## src/design/tmtq_pkg.sv

```systemverilog
// ----------------------------------------------------------------------------
// tmtq_pkg
// Shared types and constants of the timed multichannel transmit queue.
// ----------------------------------------------------------------------------
package tmtq_pkg;

    localparam int CHANNELS_DEF   = 8;
    localparam int RING_DEPTH_DEF = 64;
    localparam int MAX_RESULTS    = 8;
    localparam int CMDQ_DEPTH     = 2;

    localparam int WORD_W     = 32;
    localparam int ENTRY_W    = 2 * WORD_W;
    localparam int ACTIVE_W   = 4;
    localparam int CFG_IDX_W  = 2;
    localparam int CFG_DATA_W = 32;
    localparam int IN_CH_W    = 8;
    localparam int OUT_CH_W   = 3;
    // channel index and visit count carried in a command, sized for 16 channels
    localparam int CMD_CH_W   = 4;
    localparam int VISITS_W   = 5;

    localparam logic [ACTIVE_W-1:0] ACTIVE_RESET = 4'd8;

    localparam logic [CFG_IDX_W-1:0] CFG_ACTIVE_CHANNELS = 2'd0;
    localparam logic [CFG_IDX_W-1:0] CFG_TIME_BASE       = 2'd1;
    localparam logic [CFG_IDX_W-1:0] CFG_SEND_LEAD       = 2'd2;

    localparam logic CMD_ENQUEUE = 1'b0;
    localparam logic CMD_POLL    = 1'b1;

    typedef enum logic [2:0] {
        KIND_ACCEPTED    = 3'd0,
        KIND_FULL        = 3'd1,
        KIND_BAD_CHANNEL = 3'd2,
        KIND_RELEASED    = 3'd3,
        KIND_NONE_DUE    = 3'd4
    } t_kind;

    typedef enum logic [1:0] {
        OP_ENQ  = 2'd0,
        OP_BAD  = 2'd1,
        OP_POLL = 2'd2
    } t_op;

    typedef enum logic [1:0] {
        ST_IDLE   = 2'd0,
        ST_VISIT  = 2'd1,
        ST_CHECK  = 2'd2,
        ST_FINISH = 2'd3
    } t_back_state;

    typedef struct packed {
        t_op                  op;
        logic [CMD_CH_W-1:0]  ch;
        logic [VISITS_W-1:0]  visits;
        logic [WORD_W-1:0]    word;
        logic [WORD_W-1:0]    stamp;
        logic [WORD_W-1:0]    now;
        logic [WORD_W-1:0]    offset;   // time_base - send_lead
    } t_cmd;

    typedef struct packed {
        t_kind                kind;
        logic [OUT_CH_W-1:0]  channel;
        logic [WORD_W-1:0]    word;
        logic [WORD_W-1:0]    stamp;
        logic                 last;
    } t_result;

endpackage

```

## src/design/tmtq_cmd_queue.sv

```systemverilog
// ----------------------------------------------------------------------------
// tmtq_cmd_queue
// Short command FIFO between the front end and the back end.
// ----------------------------------------------------------------------------
module tmtq_cmd_queue #(
    parameter int DEPTH = tmtq_pkg::CMDQ_DEPTH
) (
    input  logic            i_clk,
    input  logic            i_rst_n,
    input  logic            i_push,
    input  tmtq_pkg::t_cmd  i_cmd,
    output logic            o_full,
    input  logic            i_pop,
    output logic            o_valid,
    output tmtq_pkg::t_cmd  o_cmd
);

    localparam int PW = (DEPTH > 1) ? $clog2(DEPTH) : 1;
    localparam int CW = $clog2(DEPTH + 1);

    tmtq_pkg::t_cmd r_mem [DEPTH];
    logic [PW-1:0]  r_wr;
    logic [PW-1:0]  r_rd;
    logic [CW-1:0]  r_count;
    logic           do_push;
    logic           do_pop;

    assign o_full  = (r_count == CW'(DEPTH));
    assign o_valid = (r_count != '0);
    assign o_cmd   = r_mem[r_rd];
    assign do_push = i_push && !o_full;
    assign do_pop  = i_pop && o_valid;

    always_ff @(posedge i_clk) begin
        if (!i_rst_n) begin
            r_wr    <= '0;
            r_rd    <= '0;
            r_count <= '0;
        end else begin
            if (do_push) begin
                r_wr <= (r_wr == PW'(DEPTH - 1)) ? '0 : r_wr + 1'b1;
            end
            if (do_pop) begin
                r_rd <= (r_rd == PW'(DEPTH - 1)) ? '0 : r_rd + 1'b1;
            end
            if (do_push && !do_pop) begin
                r_count <= r_count + 1'b1;
            end else if (do_pop && !do_push) begin
                r_count <= r_count - 1'b1;
            end
        end
    end

    always_ff @(posedge i_clk) begin
        if (do_push) begin
            r_mem[r_wr] <= i_cmd;
        end
    end

endmodule

```

## config.mk

```make
export PLATFORM = sky130hd
export DESIGN_NAME = tmtq_cmd_queue
export DESIGN_NICKNAME = d
export VERILOG_FILES = /design/src/design/tmtq_pkg.sv /design/src/design/tmtq_cmd_queue.sv
export SDC_FILE = /design/constraint.sdc
export NUM_CORES = 1
export LEC_CHECK = 0
export ABC_CLOCK_PERIOD_IN_PS = 7750
export BUFFER_PORTS_ARGS = -buffer_cell sky130_fd_sc_hd__clkbuf_2
export CORE_ASPECT_RATIO = 1.1
export CORE_MARGIN = 2
export CORE_UTILIZATION = 30
export DETAILED_ROUTE_END_ITERATION = 10
export RECOVER_POWER = 50
export SLEW_MARGIN = 10
export SYNTH_ARGS = -nofsm -noshare
export SYNTH_HDL_FRONTEND = slang
export SYNTH_SLANG_ARGS = --single-unit
```

## constraint.sdc

```tcl
create_clock -name i_clk -period 7.75 [get_ports i_clk]
set_clock_uncertainty 0.05 [all_clocks]
set_input_delay 1.1625 -clock i_clk [delete_from_list [all_inputs] [get_ports i_clk]]
set_output_delay 1.1625 -clock i_clk [all_outputs]
set_load 0.05 [all_outputs]
```

==> impl_results.md, run 1 <==
- CTS buffer count: 29
- CP endpoint kind: flop
- WP data required: slightly below 8 ns
- Setup CP Type: input port to flop
- Setup ws final: approximately 3.4 ns
- WHS: between 0.4 and 0.5 ns
- First-pass GRT wire length: 30.3 mm
- Seq/Total Area, Yosys: 0.820
- Synth cell types: 22
- Routed Antenna Nets: 0
- Gate count after technology mapping: 457
- Crit-path max FO: 57
- Post-CTS Setup Bufs: 0
- Io pins: between 200 and 300
- Dpl hpwl: about 13 mm
- Setup_tns: 0 ns
- Area growth syn-to-layout: 25.5%
- CTS tree: done
- GRT Total Usage: 0.108
- Vias per cell: 4.29
- Nets: ~900
- Async SR Flop Fraction: 0
- FF-to-FF End: r_mem[1][24]
- Setup-failing EPs final: 0
- Area occupied by multi-input gates: 1690 um^2
- Reg2reg path depth: 3
- Iter 0 DRT Violations: ~220
- Post-route cell area: between 10000 and 15000 um^2
- First drt pass iteration count: 4
- Tcrit/Tclk final: 0.555
- Hold/Removal Path Class: flop to flop
- Register bit total from synthesis: approximately 280
- Slew margin rel.: -1.22
- Final hold violations: 0
- Final wirelength: 20.3 mm
- Hold Crit Endpoint: r_count[1]
- RR Startpoint: r_count[0]
- Post-Syn Area: approximately 10000 um^2
- Max Slew Vio Count: 58
- Vias: approximately 5200
- Pwr Density: ~390 nW/um^2
- Chip Width: approximately 180 um
- Worst setup SP type: input port
- Max Cap Violations: 1
- GPL Wtd Cong: ~0.69
- Drt drc: 0
- Actual slew at the worst max-slew pin: between 3 and 4 ns
- Leakage: about 4.5 nW
- Peak supply drop: approximately 0.22 mV
- Area fraction of the dominant cell type after synthesis: 0.811
- Layout cells sized above 1: 0.470
- Storage cell area: ~8500 um^2
- Initial Util: 0.303
- Crit path time final: between 4 and 5 ns
- Die area: 35800 um^2
- Layout fillers: between 3000 and 4000
- Yosys top cell by area: edfxtp_1
- Count leader, synth: edfxtp_1
- Cts hold-fix bufs: 0
- Syn avg cell area: ~23 um^2
- Vias in the first global route: about 5400
- Place WS: between 4 and 5 ns
- CTS H-tree lvls: 1
- Sink Count: about 280
- Synth top cells by count: edfxtp_1 (278), mux2_2 (139), buf_6 (11)
- Ys Warns: 0
- Port bufs: roughly 280
- Bufs on Longest Clock Path: 3
- Largest net degree at the start of global routing: 134
- Root buffer cell: clkbuf_16
- Post-cts sizing count: 0
- Avg WL per Cell: 16.7 um
- Unrepaired setup endpoints after global routing: no
- R2R setup slack: 3.60 ns
- Row Count: slightly above 70
- Die extent in y: 198 um
- Top cells by area, synth: edfxtp_1 (81%), mux2_2 (15%), buf_6 (1.2%), dfxtp_1 (0.97%), and2_1 (0.18%)
- Antenna violations before repair: 1
- Dominant synthesized flop cell: edfxtp_1
- Clk Latency, worst-skew pair: roughly 0.54 ns
- GRT overflow: 0
- Post-Place Cell Area: approximately 12000 um^2
- Mapped Nets: approximately 600
- Post-synth EDFFs: between 200 and 300
- HP Start: r_count[1]
- Clk pin slew, worst setup/hold paths: ~0.060 ns
- Achievable Freq: 0.232 GHz
- Arr. time, crit path: between 4 and 5 ns
- Status: finished, violations left
- Core area: roughly 34000 um^2
- Violated checks: capacitance limit, slew limit
- Hold depth: 2
metrics by stage:
stage / util / cells / total power, mW
floorplan: - / 457 / 3.43
global placement: 0.358 / 1167 / 3.77
detailed placement: 0.358 / 1167 / 3.78
CTS: 0.384 / 1219 / 5.08
global route: 0.380 / 1219 / 5.21
finish: 0.380 / 1221 / 5.00
state kept, by name, summed over array words and instances (netlist names), named ones only:
register	cells
r_rd	1
r_count	2
r_wr	1
r_mem	278
worst max-delay path, stage by stage:
cell,delay [ns]
clkbuf_1,0.11
and3_1,0.58
clkbuf_1,2.39
how the worst max path moves through the flow:
stage | startpoint | endpoint | slack [ns] | cells past startpoint
2_1_floorplan | i_push | r_mem[0][0] | 0.49 | 2
3_3_place_gp | flop | o_cmd[120] | 4.35 | 3
3_5_place_dp | flop | o_cmd[120] | 4.36 | 3
4_1_cts | flop | o_cmd[120] | 3.78 | 3
5_1_grt | i_push | r_mem[1][65] | 3.16 | 3
6_report | i_push | r_mem[1][24] | 3.45 | 3
per-layer routing:
| layer | track usage | vias to the layer above | part of all wire |
|---|---|---|---|
| met5 | 0 | - | 0 |
| met4 | 0.0352 | 0 | 0.021 |
| met3 | 0.0390 | 31 | 0.089 |
| met2 | 0.181 | 199 | 0.49 |
| met1 | 0.129 | 2582 | 0.40 |
| li1 | - | 2426 | - |
placed cells by master (no fill, tap or decap), drive strengths merged, types with 2 or more instances in the layout:
master and instances:
dfxtp 5, o21ai 2, edfxtp 278, clkbuf 319
buf 4, clkinv 12, and2 3, clkinvlp 2
mux2 139, a21boi 2, bufinv 2, inv 2
xnor2 2, diode 2
where the power goes:
| group | switching (mW) | internal [mW] | total, mW |
|---|---|---|---|
| clock | 0.546 | 0.749 | 1.30 |
| combinational | 1.24 | 0.447 | 1.69 |
| sequential | 0.0911 | 1.93 | 2.02 |
kinds of logic after synthesis:
family	synth area share
buffers and inverters	0.0152
AO/OA/AOI/OAI	0.00316
AND/OR/NAND/NOR	0.00559
adder cells (fa/ha/maj)	0.00121
flip-flops	0.820
multiplexers	0.152
XOR/XNOR	0.00255
area by class of cell:
| cell class | instances | share of cell area |
|---|---|---|
| antenna | 2 | 0.000387 |
| clock buffer | 36 | 0.0582 |
| clock inverter | 16 | 0.00987 |
| inverter | 2 | 0.000581 |
| multi-input combinational | 157 | 0.131 |
| sequential | 283 | 0.654 |
| tap | 438 | 0.0424 |
| timing repair buffer | 287 | 0.104 |
Note: power is estimated with default switching activity, not from simulation.
==> run 2: changes to the inputs <==
ABC_AREA = 1   (was default)
ABC_CLOCK_PERIOD_IN_PS = 4050   (was 7750)
clock period = 4.05 ns   (was 7.75 ns; I/O delays follow)
==> run 2 against run 1 <==
Compared with the run above: the flow still finishes with violations (capacitance limit, slew limit); clock-buffer cell count decreased by 1; area after synthesis about the same; die area about the same.
==> impl_results.md, run 2 <==
- Synth cell types: 15 (-32%)
- CTS buffer count: 29 (unchanged)
- Io pins: 284 (unchanged)
- Cell chain of the critical path: inv_1 > o21ai_0 > nor2_4 > clkbuf_2
- Regs by FF count: r_mem: 278 flops, r_count: 2 flops
- Dominant synthesized flop cell: edfxtp_1
- Pwr Density: 717 nW/um^2 (+85%)
- Dpl hpwl: 13.2 mm (+0.65%)
- Routed Antenna Nets: 0 (unchanged)
- Area fraction of the dominant cell type after synthesis: 0.810 (about the same)
- Most frequent cells in the layout: edfxtp_1 (278), clkbuf_2 (193), mux2_2 (139)
- Row Count: 71 (unchanged)
- Crit-path max FO: 83 (+46%)
- Vias: 5367 (+2.5%)
- Peak supply drop: 0.458 mV (+110%)
- Nets: 919 (+1.7%)
- Gate count after technology mapping: 469 (+2.6%)
- Area growth syn-to-layout: 26.0%
- Syn avg cell area: 22.0 um^2 (-2.5%)
- Cts hold-fix bufs: 0 (unchanged)
- Iter 0 DRT Violations: 213 (-1.8%)
- GPL Wtd Cong: 0.686 (-1.2%)
- Mapped Nets: 613 (+2.0%)
- Vias in the first global route: 5532 (+2.7%)
- Hold/Removal Path Class: input port to flop
- Die extent in y: 198 um (about the same)
- Actual slew at the worst max-slew pin: 2.32 ns (-1.02 ns)
- Unrepaired setup endpoints after global routing: no
- Post-cts sizing count: 0 (unchanged)
- Yosys top cell by area: edfxtp_1
- Commonest non-fill, non-tap cell in the layout: edfxtp_1
- # diodes: 0 (-2)
- Post-CTS Setup Bufs: 0 (unchanged)
- CP endpoint kind: flop
- Largest net degree at the start of global routing: 84 (-37%)
- Async SR Flop Fraction: 0 (unchanged)
- Initial Util: 0.303 (about the same)
- First-pass GRT wire length: 30.3 mm (-0.14%)
- Setup CP Type: flop to flop
- Max Slew Vio Count: 162 (+180%)
- Ys Warns: 0 (unchanged)
- Status: finished, violations left
- Seq/Total Area, Yosys: 0.820 (about the same)
- GRT Total Usage: 0.107 (-0.000906)
- Slowest library cell on the worst path: clkbuf_2
- CTS tree: done
- Sink Count: 283 (unchanged)
- Max Cap Violations: 2 (+1)
- Antenna violations before repair: 0 (-1)
- Achievable Freq: ~0.32 GHz
- Setup_tns: 0 ns (unchanged)
- Arr. time, crit path: 2.89 ns (-1.42 ns)
- Register bit total from synthesis: 283 (unchanged)
- Crit path time final: between 3 and 4 ns
- Die area: 35800 um^2 (about the same)
- Count leader, synth: edfxtp_1
- Leakage: 4.61 nW (+1.7%)
- Root buffer cell: clkbuf_16
- Post-Place Cell Area: 12200 um^2 (+0.36%)
- CTS H-tree lvls: 1 (unchanged)
- Clk Latency, worst-skew pair: 0.54 ns (about the same)
- Core area: 34000 um^2 (unchanged)
- Drt drc: 0 (unchanged)
- Slew margin rel.: -0.545 (+0.678)
- GRT overflow: 0 (unchanged)
- Avg WL per Cell: 16.5 um (-0.69%)
- Biggest register: r_mem
- Vias per cell: 4.36 (+1.5%)
- Port bufs: 283 (unchanged)
- Synth top cells by count: edfxtp_1 (278), mux2_2 (139), buf_6 (11)
- Post-route cell area: 13000 um^2 (+0.45%)
- Bufs on Longest Clock Path: 3 (unchanged)
- Layout fillers: 3191 (-1.5%)
- Layout cells sized above 1: 0.477 (+0.00742)
- Number of flip-flops in the largest register: 278 (unchanged)
- First drt pass iteration count: 4 (unchanged)
- Setup-failing EPs final: 0 (unchanged)
- Chip Width: 181 um (about the same)
- Violated checks: capacitance limit, slew limit
- Worst setup SP type: flop
- Post-Syn Area: 10300 um^2 (about the same)
- Top cells by area, synth: edfxtp_1 (81%), mux2_2 (15%), buf_6 (1.2%), dfxtp_1 (0.97%), nor2_1 (0.33%)
- Post-synth EDFFs: 278 (unchanged)
- Max incr delay on CP: 1.18 ns (-1.21 ns)
- Tcrit/Tclk final: 0.773
- Clk pin slew, worst setup/hold paths: 0.06 ns (about the same)
- Final wirelength: 20.4 mm (+0.21%)
- WP data required: 3.81 ns (-3.95 ns)
- Final hold violations: 0 (unchanged)
==> run 2: cell types whose count changed in the layout (fill, tap and decap cells not counted), sizes merged, moves of 2 or more <==
cell      delta
nand2        +7
diode        -2
inv          +6
clkinvlp     -2
nor2         +8
a21boi       -2
xnor2        -2
and2         -3
==> run 2: report_power, final <==
part	total (mW)	leakage, nW	internal, mW	switching, mW
Clock	2.54	0.442	1.49	1.05
Sequential	3.83	2.63	3.72	0.108
Combinational	2.94	1.54	0.737	2.20
Total	9.31	4.61	5.96	3.36
==> run 2: final cells by class <==
cell class	instances	area [um^2]	share of cell area
timing repair buffer	290	1360	0.105
clock inverter	15	151	0.0117
tap	438	548	0.0422
clock buffer	35	748	0.0576
sequential	283	8450	0.651
multi-input combinational	163	1690	0.130
inverter	8	30.0	0.00231
==> run 2: cells by family after synthesis <==
kind of cell               share of synthesized area
buffers and inverters                         0.0174
and+or+nand+nor                              0.00692
muxes                                          0.152
AOI/OAI and AO/OA                            0.00267
DFF                                            0.820
adders and majority gates                    0.00121
==> run 2: worst paths after layout <==
path              slack (ns)  startpoint             to  cells past startpoint
setup / recovery        0.92  r_count[1]   r_mem[1][76]                      4
hold / removal          0.20  i_cmd[107]  r_mem[1][107]                      1
setup reg to reg        0.92  r_count[1]   r_mem[1][76]                      4
hold reg to reg         0.45        r_rd           flop                      2
==> run 2: stage by stage <==
step | utilization | setup WS, ns | total power [mW] | hold slack (ns) | instances
detailed placement | 0.359 | 1.68 | 6.88 | 0.431 | 1182
finish | 0.382 | 0.921 | 9.31 | 0.199 | 1232
global route | 0.382 | 0.585 | 9.70 | 0.167 | 1232
CTS | 0.386 | 1.12 | 9.46 | 0.167 | 1232
floorplan | - | -0.867 | 6.25 | 0.417 | 469
global placement | 0.359 | 1.68 | 6.86 | 0.429 | 1182
==> run 2: routing by layer <==
| metal | track usage | vias to the layer above | routed length [um] |
|---|---|---|---|
| li1 | - | 2465 | - |
| met1 | 0.128 | 2663 | 8120 |
| met2 | 0.181 | 198 | 10200 |
| met3 | 0.0300 | 41 | 1430 |
| met4 | 0.0448 | 0 | 648 |
| met5 | 0 | - | 0 |
==> run 2: critical path, delay by kind of cell (launching register included) <==
family	cells	cell delay (ns)
simple gates	1	0.04
flops	1	0.35
compound gates	1	0.60
buf+inv	2	1.28
