`src/design/tmtq_pkg.sv`:
```
// ----------------------------------------------------------------------------
// tmtq_pkg
// Shared types and constants of the timed multichannel transmit queue.
// ----------------------------------------------------------------------------
package tmtq_pkg;

    localparam int CHANNELS_DEF   = 8;
    localparam int RING_DEPTH_DEF = 64;
    localparam int MAX_RESULTS    = 8;
    localparam int CMDQ_DEPTH     = 2;

    localparam int WORD_W     = 32;
    localparam int ENTRY_W    = 2 * WORD_W;
    localparam int ACTIVE_W   = 4;
    localparam int CFG_IDX_W  = 2;
    localparam int CFG_DATA_W = 32;
    localparam int IN_CH_W    = 8;
    localparam int OUT_CH_W   = 3;
    // channel index and visit count carried in a command, sized for 16 channels
    localparam int CMD_CH_W   = 4;
    localparam int VISITS_W   = 5;

    localparam logic [ACTIVE_W-1:0] ACTIVE_RESET = 4'd8;

    localparam logic [CFG_IDX_W-1:0] CFG_ACTIVE_CHANNELS = 2'd0;
    localparam logic [CFG_IDX_W-1:0] CFG_TIME_BASE       = 2'd1;
    localparam logic [CFG_IDX_W-1:0] CFG_SEND_LEAD       = 2'd2;

    localparam logic CMD_ENQUEUE = 1'b0;
    localparam logic CMD_POLL    = 1'b1;

    typedef enum logic [2:0] {
        KIND_ACCEPTED    = 3'd0,
        KIND_FULL        = 3'd1,
        KIND_BAD_CHANNEL = 3'd2,
        KIND_RELEASED    = 3'd3,
        KIND_NONE_DUE    = 3'd4
    } t_kind;

    typedef enum logic [1:0] {
        OP_ENQ  = 2'd0,
        OP_BAD  = 2'd1,
        OP_POLL = 2'd2
    } t_op;

    typedef enum logic [1:0] {
        ST_IDLE   = 2'd0,
        ST_VISIT  = 2'd1,
        ST_CHECK  = 2'd2,
        ST_FINISH = 2'd3
    } t_back_state;

    typedef struct packed {
        t_op                  op;
        logic [CMD_CH_W-1:0]  ch;
        logic [VISITS_W-1:0]  visits;
        logic [WORD_W-1:0]    word;
        logic [WORD_W-1:0]    stamp;
        logic [WORD_W-1:0]    now;
        logic [WORD_W-1:0]    offset;   // time_base - send_lead
    } t_cmd;

    typedef struct packed {
        t_kind                kind;
        logic [OUT_CH_W-1:0]  channel;
        logic [WORD_W-1:0]    word;
        logic [WORD_W-1:0]    stamp;
        logic                 last;
    } t_result;

endpackage

```
`src/design/tmtq_in_if.sv`:
```
// ----------------------------------------------------------------------------
// tmtq_in_if
// Input channel: enqueue and poll items with valid/ready handshake.
// ----------------------------------------------------------------------------
interface tmtq_in_if;
    logic        valid;
    logic        ready;
    logic        cmd;
    logic [7:0]  channel;
    logic [31:0] data_word;
    logic [31:0] release_stamp;
    logic [31:0] now_time;

    modport source (
        output valid, cmd, channel, data_word, release_stamp, now_time,
        input  ready
    );
    modport sink (
        input  valid, cmd, channel, data_word, release_stamp, now_time,
        output ready
    );
endinterface

```
`src/design/tmtq_front.sv`:
```
// ----------------------------------------------------------------------------
// tmtq_front
// Accepts input beats, holds the configuration registers and classifies each
// item into a command for the back end.
// ----------------------------------------------------------------------------
module tmtq_front #(
    parameter int CHANNELS = tmtq_pkg::CHANNELS_DEF
) (
    input  logic                             i_clk,
    input  logic                             i_rst_n,
    input  logic                             i_cfg_we,
    input  logic [tmtq_pkg::CFG_IDX_W-1:0]   i_cfg_index,
    input  logic [tmtq_pkg::CFG_DATA_W-1:0]  i_cfg_data,
    tmtq_in_if.sink                          i_in,
    input  logic                             i_q_full,
    output logic                             o_push,
    output tmtq_pkg::t_cmd                   o_cmd
);

    logic [tmtq_pkg::ACTIVE_W-1:0] r_active;
    logic [tmtq_pkg::WORD_W-1:0]   r_time_base;
    logic [tmtq_pkg::WORD_W-1:0]   r_send_lead;

    always_ff @(posedge i_clk) begin
        if (!i_rst_n) begin
            r_active    <= tmtq_pkg::ACTIVE_RESET;
            r_time_base <= '0;
            r_send_lead <= '0;
        end else if (i_cfg_we) begin
            unique case (i_cfg_index)
                tmtq_pkg::CFG_ACTIVE_CHANNELS: begin
                    r_active <= i_cfg_data[tmtq_pkg::ACTIVE_W-1:0];
                end
                tmtq_pkg::CFG_TIME_BASE: begin
                    r_time_base <= i_cfg_data[tmtq_pkg::WORD_W-1:0];
                end
                tmtq_pkg::CFG_SEND_LEAD: begin
                    r_send_lead <= i_cfg_data[tmtq_pkg::WORD_W-1:0];
                end
                default: begin
                end
            endcase
        end
    end

    assign i_in.ready = !i_q_full;
    assign o_push     = i_in.valid && !i_q_full;

    always_comb begin
        o_cmd        = '0;
        o_cmd.ch     = i_in.channel[tmtq_pkg::CMD_CH_W-1:0];
        o_cmd.word   = i_in.data_word;
        o_cmd.stamp  = i_in.release_stamp;
        o_cmd.now    = i_in.now_time;
        o_cmd.offset = r_time_base - r_send_lead;
        // visits = min(active_channels, CHANNELS)
        if (32'(r_active) > 32'(CHANNELS)) begin
            o_cmd.visits = tmtq_pkg::VISITS_W'(CHANNELS);
        end else begin
            o_cmd.visits = tmtq_pkg::VISITS_W'(r_active);
        end
        priority if (i_in.cmd == tmtq_pkg::CMD_POLL) begin
            o_cmd.op = tmtq_pkg::OP_POLL;
        end else if (32'(i_in.channel) >= 32'(CHANNELS)) begin
            o_cmd.op = tmtq_pkg::OP_BAD;
        end else begin
            o_cmd.op = tmtq_pkg::OP_ENQ;
        end
    end

endmodule

```
`src/flat_wrapper.sv`:
```
// flat-port wrapper written by rule: the top's interface ports become plain ports
module tmtq_front_flat 
#(
    parameter int CHANNELS = tmtq_pkg::CHANNELS_DEF
)
  (i_clk, i_rst_n, i_cfg_we, i_cfg_index, i_cfg_data, i_q_full, o_push, o_cmd, i_in_valid, i_in_cmd, i_in_channel, i_in_data_word, i_in_release_stamp, i_in_now_time, i_in_ready);
  tmtq_in_if i_in_i ();
  input  logic i_clk;
  input  logic i_rst_n;
  input  logic i_cfg_we;
  input  logic [tmtq_pkg::CFG_IDX_W-1:0] i_cfg_index;
  input  logic [tmtq_pkg::CFG_DATA_W-1:0] i_cfg_data;
  input  logic i_q_full;
  output logic o_push;
  output tmtq_pkg::t_cmd o_cmd;
  input wire logic [$bits(i_in_i.valid)-1:0] i_in_valid;
  input wire logic [$bits(i_in_i.cmd)-1:0] i_in_cmd;
  input wire logic [$bits(i_in_i.channel)-1:0] i_in_channel;
  input wire logic [$bits(i_in_i.data_word)-1:0] i_in_data_word;
  input wire logic [$bits(i_in_i.release_stamp)-1:0] i_in_release_stamp;
  input wire logic [$bits(i_in_i.now_time)-1:0] i_in_now_time;
  output wire logic [$bits(i_in_i.ready)-1:0] i_in_ready;
  assign i_in_i.valid = i_in_valid;
  assign i_in_i.cmd = i_in_cmd;
  assign i_in_i.channel = i_in_channel;
  assign i_in_i.data_word = i_in_data_word;
  assign i_in_i.release_stamp = i_in_release_stamp;
  assign i_in_i.now_time = i_in_now_time;
  assign i_in_ready = i_in_i.ready;
  tmtq_front #(.CHANNELS(CHANNELS)) u_core (.i_clk(i_clk), .i_rst_n(i_rst_n), .i_cfg_we(i_cfg_we), .i_cfg_index(i_cfg_index), .i_cfg_data(i_cfg_data), .i_in(i_in_i), .i_q_full(i_q_full), .o_push(o_push), .o_cmd(o_cmd));
endmodule
```
`config.mk`:
```
export PLATFORM = sky130hd
export DESIGN_NAME = tmtq_front_flat
export DESIGN_NICKNAME = d
export VERILOG_FILES = /design/src/design/tmtq_pkg.sv /design/src/design/tmtq_in_if.sv /design/src/design/tmtq_front.sv /design/src/flat_wrapper.sv
export SDC_FILE = /design/constraint.sdc
export NUM_CORES = 1
export LEC_CHECK = 0
export ABC_AREA = 1
export BUFFER_PORTS_ARGS = -buffer_cell sky130_fd_sc_hd__buf_2
export CORE_AREA = 2 2 109 111
export DETAILED_ROUTE_END_ITERATION = 6
export DIE_AREA = 0 0 111 113
export GPL_TIMING_DRIVEN = 0
export HOLD_SLACK_MARGIN = 0.03
export PLACE_DENSITY = 0.91
export SLEW_MARGIN = 10
export SYNTH_ARGS = -nofsm -noshare
export SYNTH_HDL_FRONTEND = slang
export SYNTH_SLANG_ARGS = --single-unit
```
`constraint.sdc`:
```
create_clock -name i_clk -period 4.3 [get_ports i_clk]
set_input_delay 0.215 -clock i_clk [delete_from_list [all_inputs] [get_ports i_clk]]
set_output_delay 0.215 -clock i_clk [all_outputs]
set_load 0.03 [all_outputs]
```
==> reports/metrics.csv, run 1 <==
metric,value,unit
ios,285,
wl_met3,1530,um
final_util,0.619,
grt_pass1_vias,5848,
slowest_stage,fa_1,
drt-met1-wl,6280,um
critPathLaunchType,flip-flop,
htreeDepth,3,
final_common_cell,nand2_1,
drt_iter0_drc,537,
cp_top_family,simple AND/OR/NAND/NOR gates,
hp-start,i_cfg_data[22],
end_kind,primary output,
path_max_fanout,3,
grt_start_max_net_pins,13,
worst_pin_slew,0.563,ns
worstReg2RegEnd,u_core.r_time_base[18],
path_buf_inv,3,
yosys-mux-area-fraction,0,
synth-xor-area-share,0.0236,
via_per_inst,4.95,
fin_nets,1286,
num_rows,39,
max-clock-path-buffers,2,
cts_hold_buf,0,
finalMaxSlewViolations,0,
setup_violations,0,
hpwlAfterDp,13400,um
hold_path_end,u_core.r_time_base[22],
fillers,1052,
synth_seq_area_share,0.244,
fp.dieArea,12500,sq um
layout-drive-gt1-share,0.283,
post_cts_resized,0,
hp-class,input pin to flip-flop,
slowest_delay,0.43,ns
p_leak,4.13,nW
drc,0,
total_power,2.70,mW
grt_pass1_wl,26700,um
firstDrtPassIters,7,
synth_largest_area_cell,dfxtp_1,
drv_cap,0,
peakVddDrop,0.339,mV
hold_depth,3,
synth_compound_area_frac,0.119,
period_share,0.618,
outcome,"complete, no violations",
num_vias,6223,
grt_overflow_total,0,
synth-simple-area-share,0.280,
syn_area_per_cell,6.08,sq um
period_needed,2.66,ns
clk_pin_slew,0.06,ns
cp.arrival,2.44,ns
cts_root_buf,clkbuf_16,
synth-adder-area-share,0.0733,
ys_types,28,
grt_use_total,0.259,
synth_area,5570,sq um
dp_cells,1242,
cts_sinks,68,
synth_area_leaders,"dfxtp_1, nand2_1, buf_4",
pre_cts_slack,2.03,ns
postCtsSetupRepairBufs,0,
mostFrequentLayoutCells,"nand2_1, buf_2, inv_1",
setup_slack,1.64,ns
crit_required,4.09,ns
yosysWarnings,0,
path_cells,inv_1 > ha_1 > fa_1 > inv_1 > nand3_1 > nand3_1 > nand3_1 > nand3_1 > nand2_1 > nand2_1 > nand2_1 > nand2_1 > buf_2,
totalWireLength,16900,um
synth_top_area_frac,0.244,
stdcell_area,6980,sq um
core_area,11300,sq um
dieWidth,111,um
gp_congestion,0.992,
register_area,1360,sq um
start_util,0.494,
cts_tree,done,
syn-num-nets,1092,
multi_input_area,2770,sq um
syn-instance-count,916,
slew_headroom,0.625,
wl_per_cell,13.4,um
top_layer,met4,
rsz0062_at_grt,false,
finClkSkew,0,ns
reg2regPathDepth,2,
timing.hold.ws,0.124,ns
port_buffers,183,
placed_area,6660,sq um
powerDensity,387,nW/um^2
fin_setup_tns,0,ns
antenna_found_initial,0,
max_freq,376,MHz
fin_cells,1258,
ant_nets,0,
worstSetupPathType,flip-flop to primary output,
rrSetupSlack,3.55,ns
ys_ff_latch,68,
synth_top_family_by_area,simple AND/OR/NAND/NOR gates,
cts_buffers,9,
hold_violations,0,
r2r-start,u_core.r_time_base[18],
met2_length,8620,um
area_growth,25.3,%
die_h,113,um
clock_latency,0.33,ns
diodes,0,
-- area by class of cell --
class / instances / area share
Multi-Input combinational cell: 566 / 0.396
Sequential cell: 68 / 0.195
Timing Repair Buffer: 183 / 0.131
Buffer: 122 / 0.120
Inverter: 160 / 0.0861
Clock buffer: 9 / 0.0323
Tap cell: 143 / 0.0256
Clock inverter: 7 / 0.0131
-- power by group --
| group | total (mW) | switching [mW] | internal [mW] |
|---|---|---|---|
| registers | 0.679 | 0.0155 | 0.664 |
| clock network | 0.776 | 0.272 | 0.505 |
| logic | 1.24 | 0.851 | 0.393 |
| total | 2.70 | 1.14 | 1.56 |
-- synth_stat cells, drive strengths merged --
cell,number
or2,1
clkbuf,20
fa,1
xnor2,2
nor3,4
o21ai,67
nor2,108
o21bai,4
conb,1
buf,102
inv,160
dfxtp,68
a21oi,57
nand3,30
nand2,239
nand4,5
a21o,1
or4,1
and2,1
ha,31
xor2,13
-- cell families after synthesis --
| logic type | Yosys count |
|---|---|
| buffers and inverters | 282 |
| AOI/OAI and AO/OA | 129 |
| other | 1 |
| and+or+nand+nor | 389 |
| adders and majority gates | 32 |
| DFF | 68 |
| xor gates and xnor gates | 15 |
-- flip-flops by register name, indices dropped and copies added, names as in the netlist --
signal	cells
u_core.r_time_base	32
u_core.r_send_lead	32
u_core.r_active	4
-- layer usage --
metal	global-route usage	up-vias
li1	-	3081
met5	0	-
met1	0.295	2724
met4	0.0975	0
met2	0.486	377
met3	0.0445	41
-- how the worst max path moves through the flow --
stage                     depth (start not counted)   endpoint  slack (ns)                   from
after global routing                             13  o_cmd[28]        1.41  u_core.r_time_base[0]
after floorplan                                   9  o_cmd[12]        2.21  u_core.r_time_base[0]
after CTS                                        13  o_cmd[24]        1.67  u_core.r_time_base[0]
after detailed placement                         13  o_cmd[24]        2.03  u_core.r_time_base[0]
after global placement                           13  o_cmd[28]        2.06  u_core.r_time_base[0]
final                                            13  o_cmd[28]        1.64  u_core.r_time_base[0]
-- worst min-delay path: cells and delay by family --
family	cells	cell delay [ns]
and+or+nand+nor	2	0.12
buffers and inverters	1	0.09
No activity file was read; power rests on OpenSTA's default activity.
==> run 2: changes to the inputs <==
--- a/config.mk
+++ b/config.mk
@@ -7,12 +7,11 @@
 export LEC_CHECK = 0
 export ABC_AREA = 1
 export BUFFER_PORTS_ARGS = -buffer_cell sky130_fd_sc_hd__buf_2
-export CORE_AREA = 2 2 109 111
+export CORE_UTILIZATION = 42
 export DETAILED_ROUTE_END_ITERATION = 6
-export DIE_AREA = 0 0 111 113
 export GPL_TIMING_DRIVEN = 0
 export HOLD_SLACK_MARGIN = 0.03
-export PLACE_DENSITY = 0.91
+export PLACE_DENSITY = 0.83
 export SLEW_MARGIN = 10
 export SYNTH_ARGS = -nofsm -noshare
 export SYNTH_HDL_FRONTEND = slang
==> constraint.sdc (replaced) <==
create_clock -name i_clk -period 2.3 [get_ports i_clk]
set_input_delay 0.115 -clock i_clk [delete_from_list [all_inputs] [get_ports i_clk]]
set_output_delay 0.115 -clock i_clk [all_outputs]
set_load 0.03 [all_outputs]
==> run 2 against run 1 <==
  * Clock-buffer cell count is the same
  * Global-route usage shrank 1.8 points
  * Register-to-register slack lost 2.0 ns
  * Worst hold slack lost 0.090 ns
  * Total power grew 94%
  * Wire length grew 4.1%
  * Sequential share of layout area shrank 1.4 points
  * Clock skew is the same
  * Sequential power grew 89%
  * Die area grew 9.4%
  * Design area grew 7.9%
  * Largest power group unchanged
==> reports/metrics.csv, run 2 (synthesis results as in run 1) <==
metric,value,unit,change
globalRouteMet2Util,0.430,,-0.0561
num_rows,41,,+5.1%
diodes,0,,unchanged
cts_sinks,68,,unchanged
fillers,1157,,+10%
ant_nets,0,,unchanged
stdcell_area,7530,sq um,+7.9%
outcome,"complete, no violations",,
clock_latency,0.33,ns,about the same
dieWidth,117,um,+5.5%
via_per_inst,4.75,,-3.9%
worst_pin_slew,0.550,ns,-0.0127 ns
timing.hold.ws,0.0342,ns,-0.0898 ns
period_needed,2.25,ns,
grt_use_total,0.241,,-0.0183
period_share,0.979,,
num_vias,6183,,-0.64%
cts_root_buf,clkbuf_16,,
placed_area,6700,sq um,+0.54%
grt_busiest_layer,met2,,
hpwlAfterDp,13900,um,+3.5%
start_util,0.436,,-0.0581
final_common_cell,nand2_1,,
firstDrtPassIters,5,,-2
pre_cts_slack,0.139,ns,-1.89 ns
mostFrequentLayoutCells,"nand2_1, buf_2, inv_1",,
use_met1,0.289,,-0.00543
cts_buffers,9,,unchanged
grt_start_max_net_pins,14,,+1
peakVddDrop,0.338,mV,-0.28%
drt_iter0_drc,384,,-28%
cts_tree,done,,
fp.dieArea,13700,sq um,+9.4%
grt_overflow_total,0,,unchanged
htreeDepth,3,,unchanged
rsz0062_at_grt,true,,
ios,285,,unchanged
grt_pass1_vias,5500,,-6.0%
hp-class,input pin to flip-flop,,
totalWireLength,17600,um,+4.1%
met3_usage,0.0366,,-0.00790
powerDensity,695,nW/um^2,+80%
drc,0,,unchanged
slew_headroom,0.633,,+0.00844
crit_required,2.18,ns,-1.91 ns
worstSetupPathType,flip-flop to primary output,,
setup_slack,0.0492,ns,-1.59 ns
fin_nets,1300,,+1.1%
die_h,117,um,+3.7%
fin_setup_tns,0,ns,unchanged
p_leak,4.22,nW,+2.1%
area_growth,35.3,%,
drv_cap,0,,unchanged
finClkSkew,0,ns,unchanged
wl_per_cell,13.5,um,+0.63%
hold_violations,0,,unchanged
layout-drive-gt1-share,0.339,,+0.0567
biggestRegsByFlops,"u_core.r_send_lead x32, u_core.r_time_base x32, u_core.r_active x4",,
clk_pin_slew,0.06,ns,about the same
critPathLaunchType,flip-flop,,
end_kind,primary output,,
core_area,12800,sq um,+13%
setup_violations,0,,unchanged
max-clock-path-buffers,2,,unchanged
path_max_fanout,4,,+1
antenna_found_initial,0,,unchanged
cp.arrival,2.14,ns,-0.30 ns
gp_congestion,0.949,,-4.3%
finalMaxSlewViolations,0,,unchanged
rrSetupSlack,1.53,ns,-2.02 ns
max_freq,444,MHz,
grt_pass1_wl,25600,um,-4.1%
port_buffers,183,,unchanged
-- run 2: area by class of cell --
type / instances / area, sq um / share of cell area
flip-flops and latches: 68 / 1360 / 0.181
well taps: 172 / 215 / 0.0286
repair buffers: 197 / 1100 / 0.146
plain buffers: 122 / 841 / 0.112
inverters: 160 / 601 / 0.0797
clock buffers: 9 / 225 / 0.0299
multi-input cells: 566 / 3110 / 0.413
clock inverters: 7 / 76.3 / 0.0101
-- run 2: repair_timing --
item | 4_1_cts | 5_1_grt
setup buffers | 1 | 1
hold buffers | 12 | 0
hold endpoints to repair | 12 | 0
endpoints found under the setup margin | 14 | 24
gates resized for setup | 15 | 84
pin swaps | 1 | 4
-- run 2: path summary, 6_finish.rpt --
path	startpoint	to	cells after the start
setup / recovery	u_core.r_send_lead[4]	o_cmd[29]	13
hold / removal	i_cfg_data[18]	u_core.r_time_base[18]	3
setup reg to reg	u_core.r_time_base[7]	u_core.r_time_base[7]	2
hold reg to reg	u_core.r_send_lead[30]	u_core.r_send_lead[30]	2
-- run 2: routing by layer --
metal | routed length, um | part of all wire
met5 | 0 | 0
met4 | 422 | 0.024
met3 | 1340 | 0.076
met2 | 8800 | 0.50
met1 | 7020 | 0.40
-- run 2: power breakdown --
group	switching [mW]	internal [mW]
Clock	0.543	0.844
Sequential	0.0348	1.24
Combinational	1.68	0.893
Total	2.26	2.98
-- run 2: metrics by stage --
step	utilization	instances	power, mW
after global routing	0.590	1301	5.52
after floorplan	-	916	2.98
after global placement	0.524	1271	3.57
after CTS	0.562	1300	5.04
final	0.590	1301	5.23
after detailed placement	0.524	1271	3.60
-- run 2: critical path, cell delays in order, from the launching register on --
cell,delay (ns)
dfxtp_1,0.31
inv_1,0.05
ha_2,0.38
nand2_2,0.09
nor2_1,0.13
nand2_1,0.08
nand3_2,0.08
nand2_1,0.08
nand2_2,0.12
nand2_1,0.10
nand2_1,0.07
nand2_1,0.05
nand2_1,0.07
clkbuf_4,0.19
==> run 3: changes to the inputs <==
--- a/config.mk
+++ b/config.mk
@@ -9,9 +9,10 @@
 export BUFFER_PORTS_ARGS = -buffer_cell sky130_fd_sc_hd__buf_2
 export CORE_UTILIZATION = 42
 export DETAILED_ROUTE_END_ITERATION = 6
-export GPL_TIMING_DRIVEN = 0
 export HOLD_SLACK_MARGIN = 0.03
 export PLACE_DENSITY = 0.83
+export RECOVER_POWER = 100
+export REMOVE_ABC_BUFFERS = 1
 export SLEW_MARGIN = 10
 export SYNTH_ARGS = -nofsm -noshare
 export SYNTH_HDL_FRONTEND = slang
==> run 3 against run 2 <==
  * Cell count decreased by 16%
  * Largest power group unchanged
  * Critical path type unchanged
  * Worst setup slack got worse by 0.044 ns
  * Clock power increased by 4%
  * Worst hold slack got worse by 0.011 ns
  * Global-route usage increased by 14 points
==> reports/metrics.csv, run 3 (synthesis results as in run 1) <==
metric,value,unit,change
seq_power_share,0.256,,+0.012
layout-drive-gt1-share,0.206,,-0.133
via_per_inst,5.03,,+5.8%
hpwlAfterDp,22600,um,+63%
grt_start_max_net_pins,69,,+55
fin_cells,1095,,-16%
fin_nets,1094,,-16%
port_buffers,85,,-54%
fillers,1296,,+12%
finClkSkew,0,ns,unchanged
placed_area,5410,sq um,-19%
mostFrequentLayoutCells,"nand2_1, inv_1, nor2_1",,
peakVddDrop,0.299,mV,-12%
grt_pass1_wl,34400,um,+34%
ant_nets,0,,unchanged
gp_congestion,0.968,,+2.0%
grt_use_total,0.380,,+0.139
finalMaxSlewViolations,0,,unchanged
path_max_fanout,3,,-1
met3_usage,0.374,,+0.338
crit_required,2.18,ns,about the same
pre_cts_slack,0.158,ns,+0.0183 ns
final_common_cell,nand2_1,,
critPathLaunchType,flip-flop,,
r2r-start,u_core.r_time_base[3],,
hp-class,input pin to flip-flop,,
cts_root_buf,clkbuf_16,,
fp.dieArea,13700,sq um,unchanged
clk_pin_slew,0.06,ns,about the same
worstSetupPathType,flip-flop to primary output,,
biggestRegsByFlops,"u_core.r_send_lead x32, u_core.r_time_base x32, u_core.r_active x4",,
hold_depth,3,,unchanged
num_rows,41,,unchanged
core_area,12800,sq um,unchanged
total_power,4.98,mW,-4.9%
die_h,117,um,unchanged
htreeDepth,3,,unchanged
powerDensity,776,nW/um^2,+12%
hp-start,i_cfg_data[22],,
p_leak,3.35,nW,-21%
setup_slack,0.00551,ns,-0.0437 ns
rrSetupSlack,1.49,ns,-0.04 ns
antenna_found_initial,0,,unchanged
clock_latency,0.34,ns,about the same
num_vias,5507,,-11%
cts_sinks,68,,unchanged
globalRouteMet2Util,0.571,,+0.142
p_int,2.89,mW,-3.0%
ios,285,,unchanged
start_util,0.436,,unchanged
max_freq,436,MHz,-1.9%
grt_busiest_layer,met2,,
firstDrtPassIters,5,,unchanged
end_kind,primary output,,
grt_pass1_vias,4836,,-12%
hold_violations,0,,unchanged
worstReg2RegEnd,u_core.r_time_base[3],,
stdcell_area,6410,sq um,-15%
reg2regPathDepth,2,,unchanged
cts_tree,done,,
max-clock-path-buffers,2,,unchanged
p_sw,2.09,mW,-7.5%
drv_cap,0,,unchanged
slew_headroom,0.250,,-0.383
rsz0062_at_grt,true,,
drc,0,,unchanged
worst_pin_slew,1.12,ns,+0.574 ns
diodes,0,,unchanged
use_met1,0.288,,-0.00136
drt_iter0_drc,377,,-1.8%
fin_setup_tns,0,ns,unchanged
dp_cells,1054,,-17%
setup_violations,0,,unchanged
cp.arrival,2.18,ns,+0.04 ns
dieWidth,117,um,unchanged
totalWireLength,26500,um,+51%
power.share.switching,0.420,,-0.0116
outcome,"complete, no violations",,
clkPwrFrac,0.291,,+0.026
area_growth,15.1,%,
cts_buffers,9,,unchanged
period_share,0.998,,+0.0190
wl_per_cell,24.2,um,+79%
hold_path_end,u_core.r_time_base[22],,
period_needed,2.29,ns,+0.0437 ns
grt_overflow_total,0,,unchanged
pwr-share-comb,0.453,,-0.038
==> run 3: cell types whose count changed in the layout (fill, tap and decap cells not counted), sizes merged <==
cell         delta
clkinv          -2
buf           -214
inv             +1
dlygate4sd3    +10
clkbuf          -1
==> run 3: per-layer routing <==
layer / part of all wire / up-vias
met3: 0.22 / 75
met1: 0.27 / 2385
met4: 0.089 / 0
met2: 0.42 / 350
met5: 0 / -
li1: - / 2697
==> run 3: worst max-delay path by stage <==
stage	start	endpoint	slack, ns	cells past startpoint
finish	u_core.r_time_base[0]	o_cmd[8]	0.006	10
global route	u_core.r_time_base[0]	o_cmd[20]	-0.07	13
CTS	u_core.r_time_base[0]	o_cmd[8]	-0.006	10
detailed placement	u_core.r_time_base[0]	o_cmd[20]	0.16	13
global placement	u_core.r_time_base[0]	o_cmd[20]	0.17	13
floorplan	u_core.r_time_base[0]	o_cmd[12]	0.31	9
==> run 3: stage by stage <==
stage | hold WS [ns] | util
2_1_floorplan | 0.199 | -
3_3_place_gp | 0.231 | 0.423
3_5_place_dp | 0.231 | 0.423
4_1_cts | 0.0309 | 0.469
5_1_grt | 0.0374 | 0.502
6_report | 0.0227 | 0.502
==> run 3: cell type report <==
type                       count  area, sq um  area share
clock inverter                 6         71.3      0.0111
timing repair buffer         113          736       0.115
multi-input combinational    566         3190       0.497
tap                          172          215      0.0336
sequential                    68         1360       0.213
inverter                     160          601      0.0937
clock buffer                  10          239      0.0373
==> run 3: power groups by stage <==
stage               Clock, mW  Combinational (mW)  Sequential, mW
finish                   1.45                2.25            1.27
global route             1.50                2.45            1.28
CTS                      1.45                1.98            1.27
detailed placement          0                1.89            1.29
global placement            0                1.88            1.29
floorplan                   0                1.35            1.29
==> run 3: repair_timing <==
item	CTS	global route
cloned	0	0
setup buffers	0	3
resized for setup	15	116
endpoints found under the hold margin	22	0
hold buffers	22	0
pin swaps	0	9
setup endpoints to repair	17	24
==> run 3: worst max-delay path, stage by stage (launching register included) <==
cell and delay [ns]:
dfxtp_1 0.32, inv_2 0.05, ha_4 0.16, fa_2 0.38, inv_2 0.09, nand3_2 0.09
nand3_4 0.10, nand2_2 0.07, nand2_1 0.10, xor2_1 0.26, buf_4 0.21
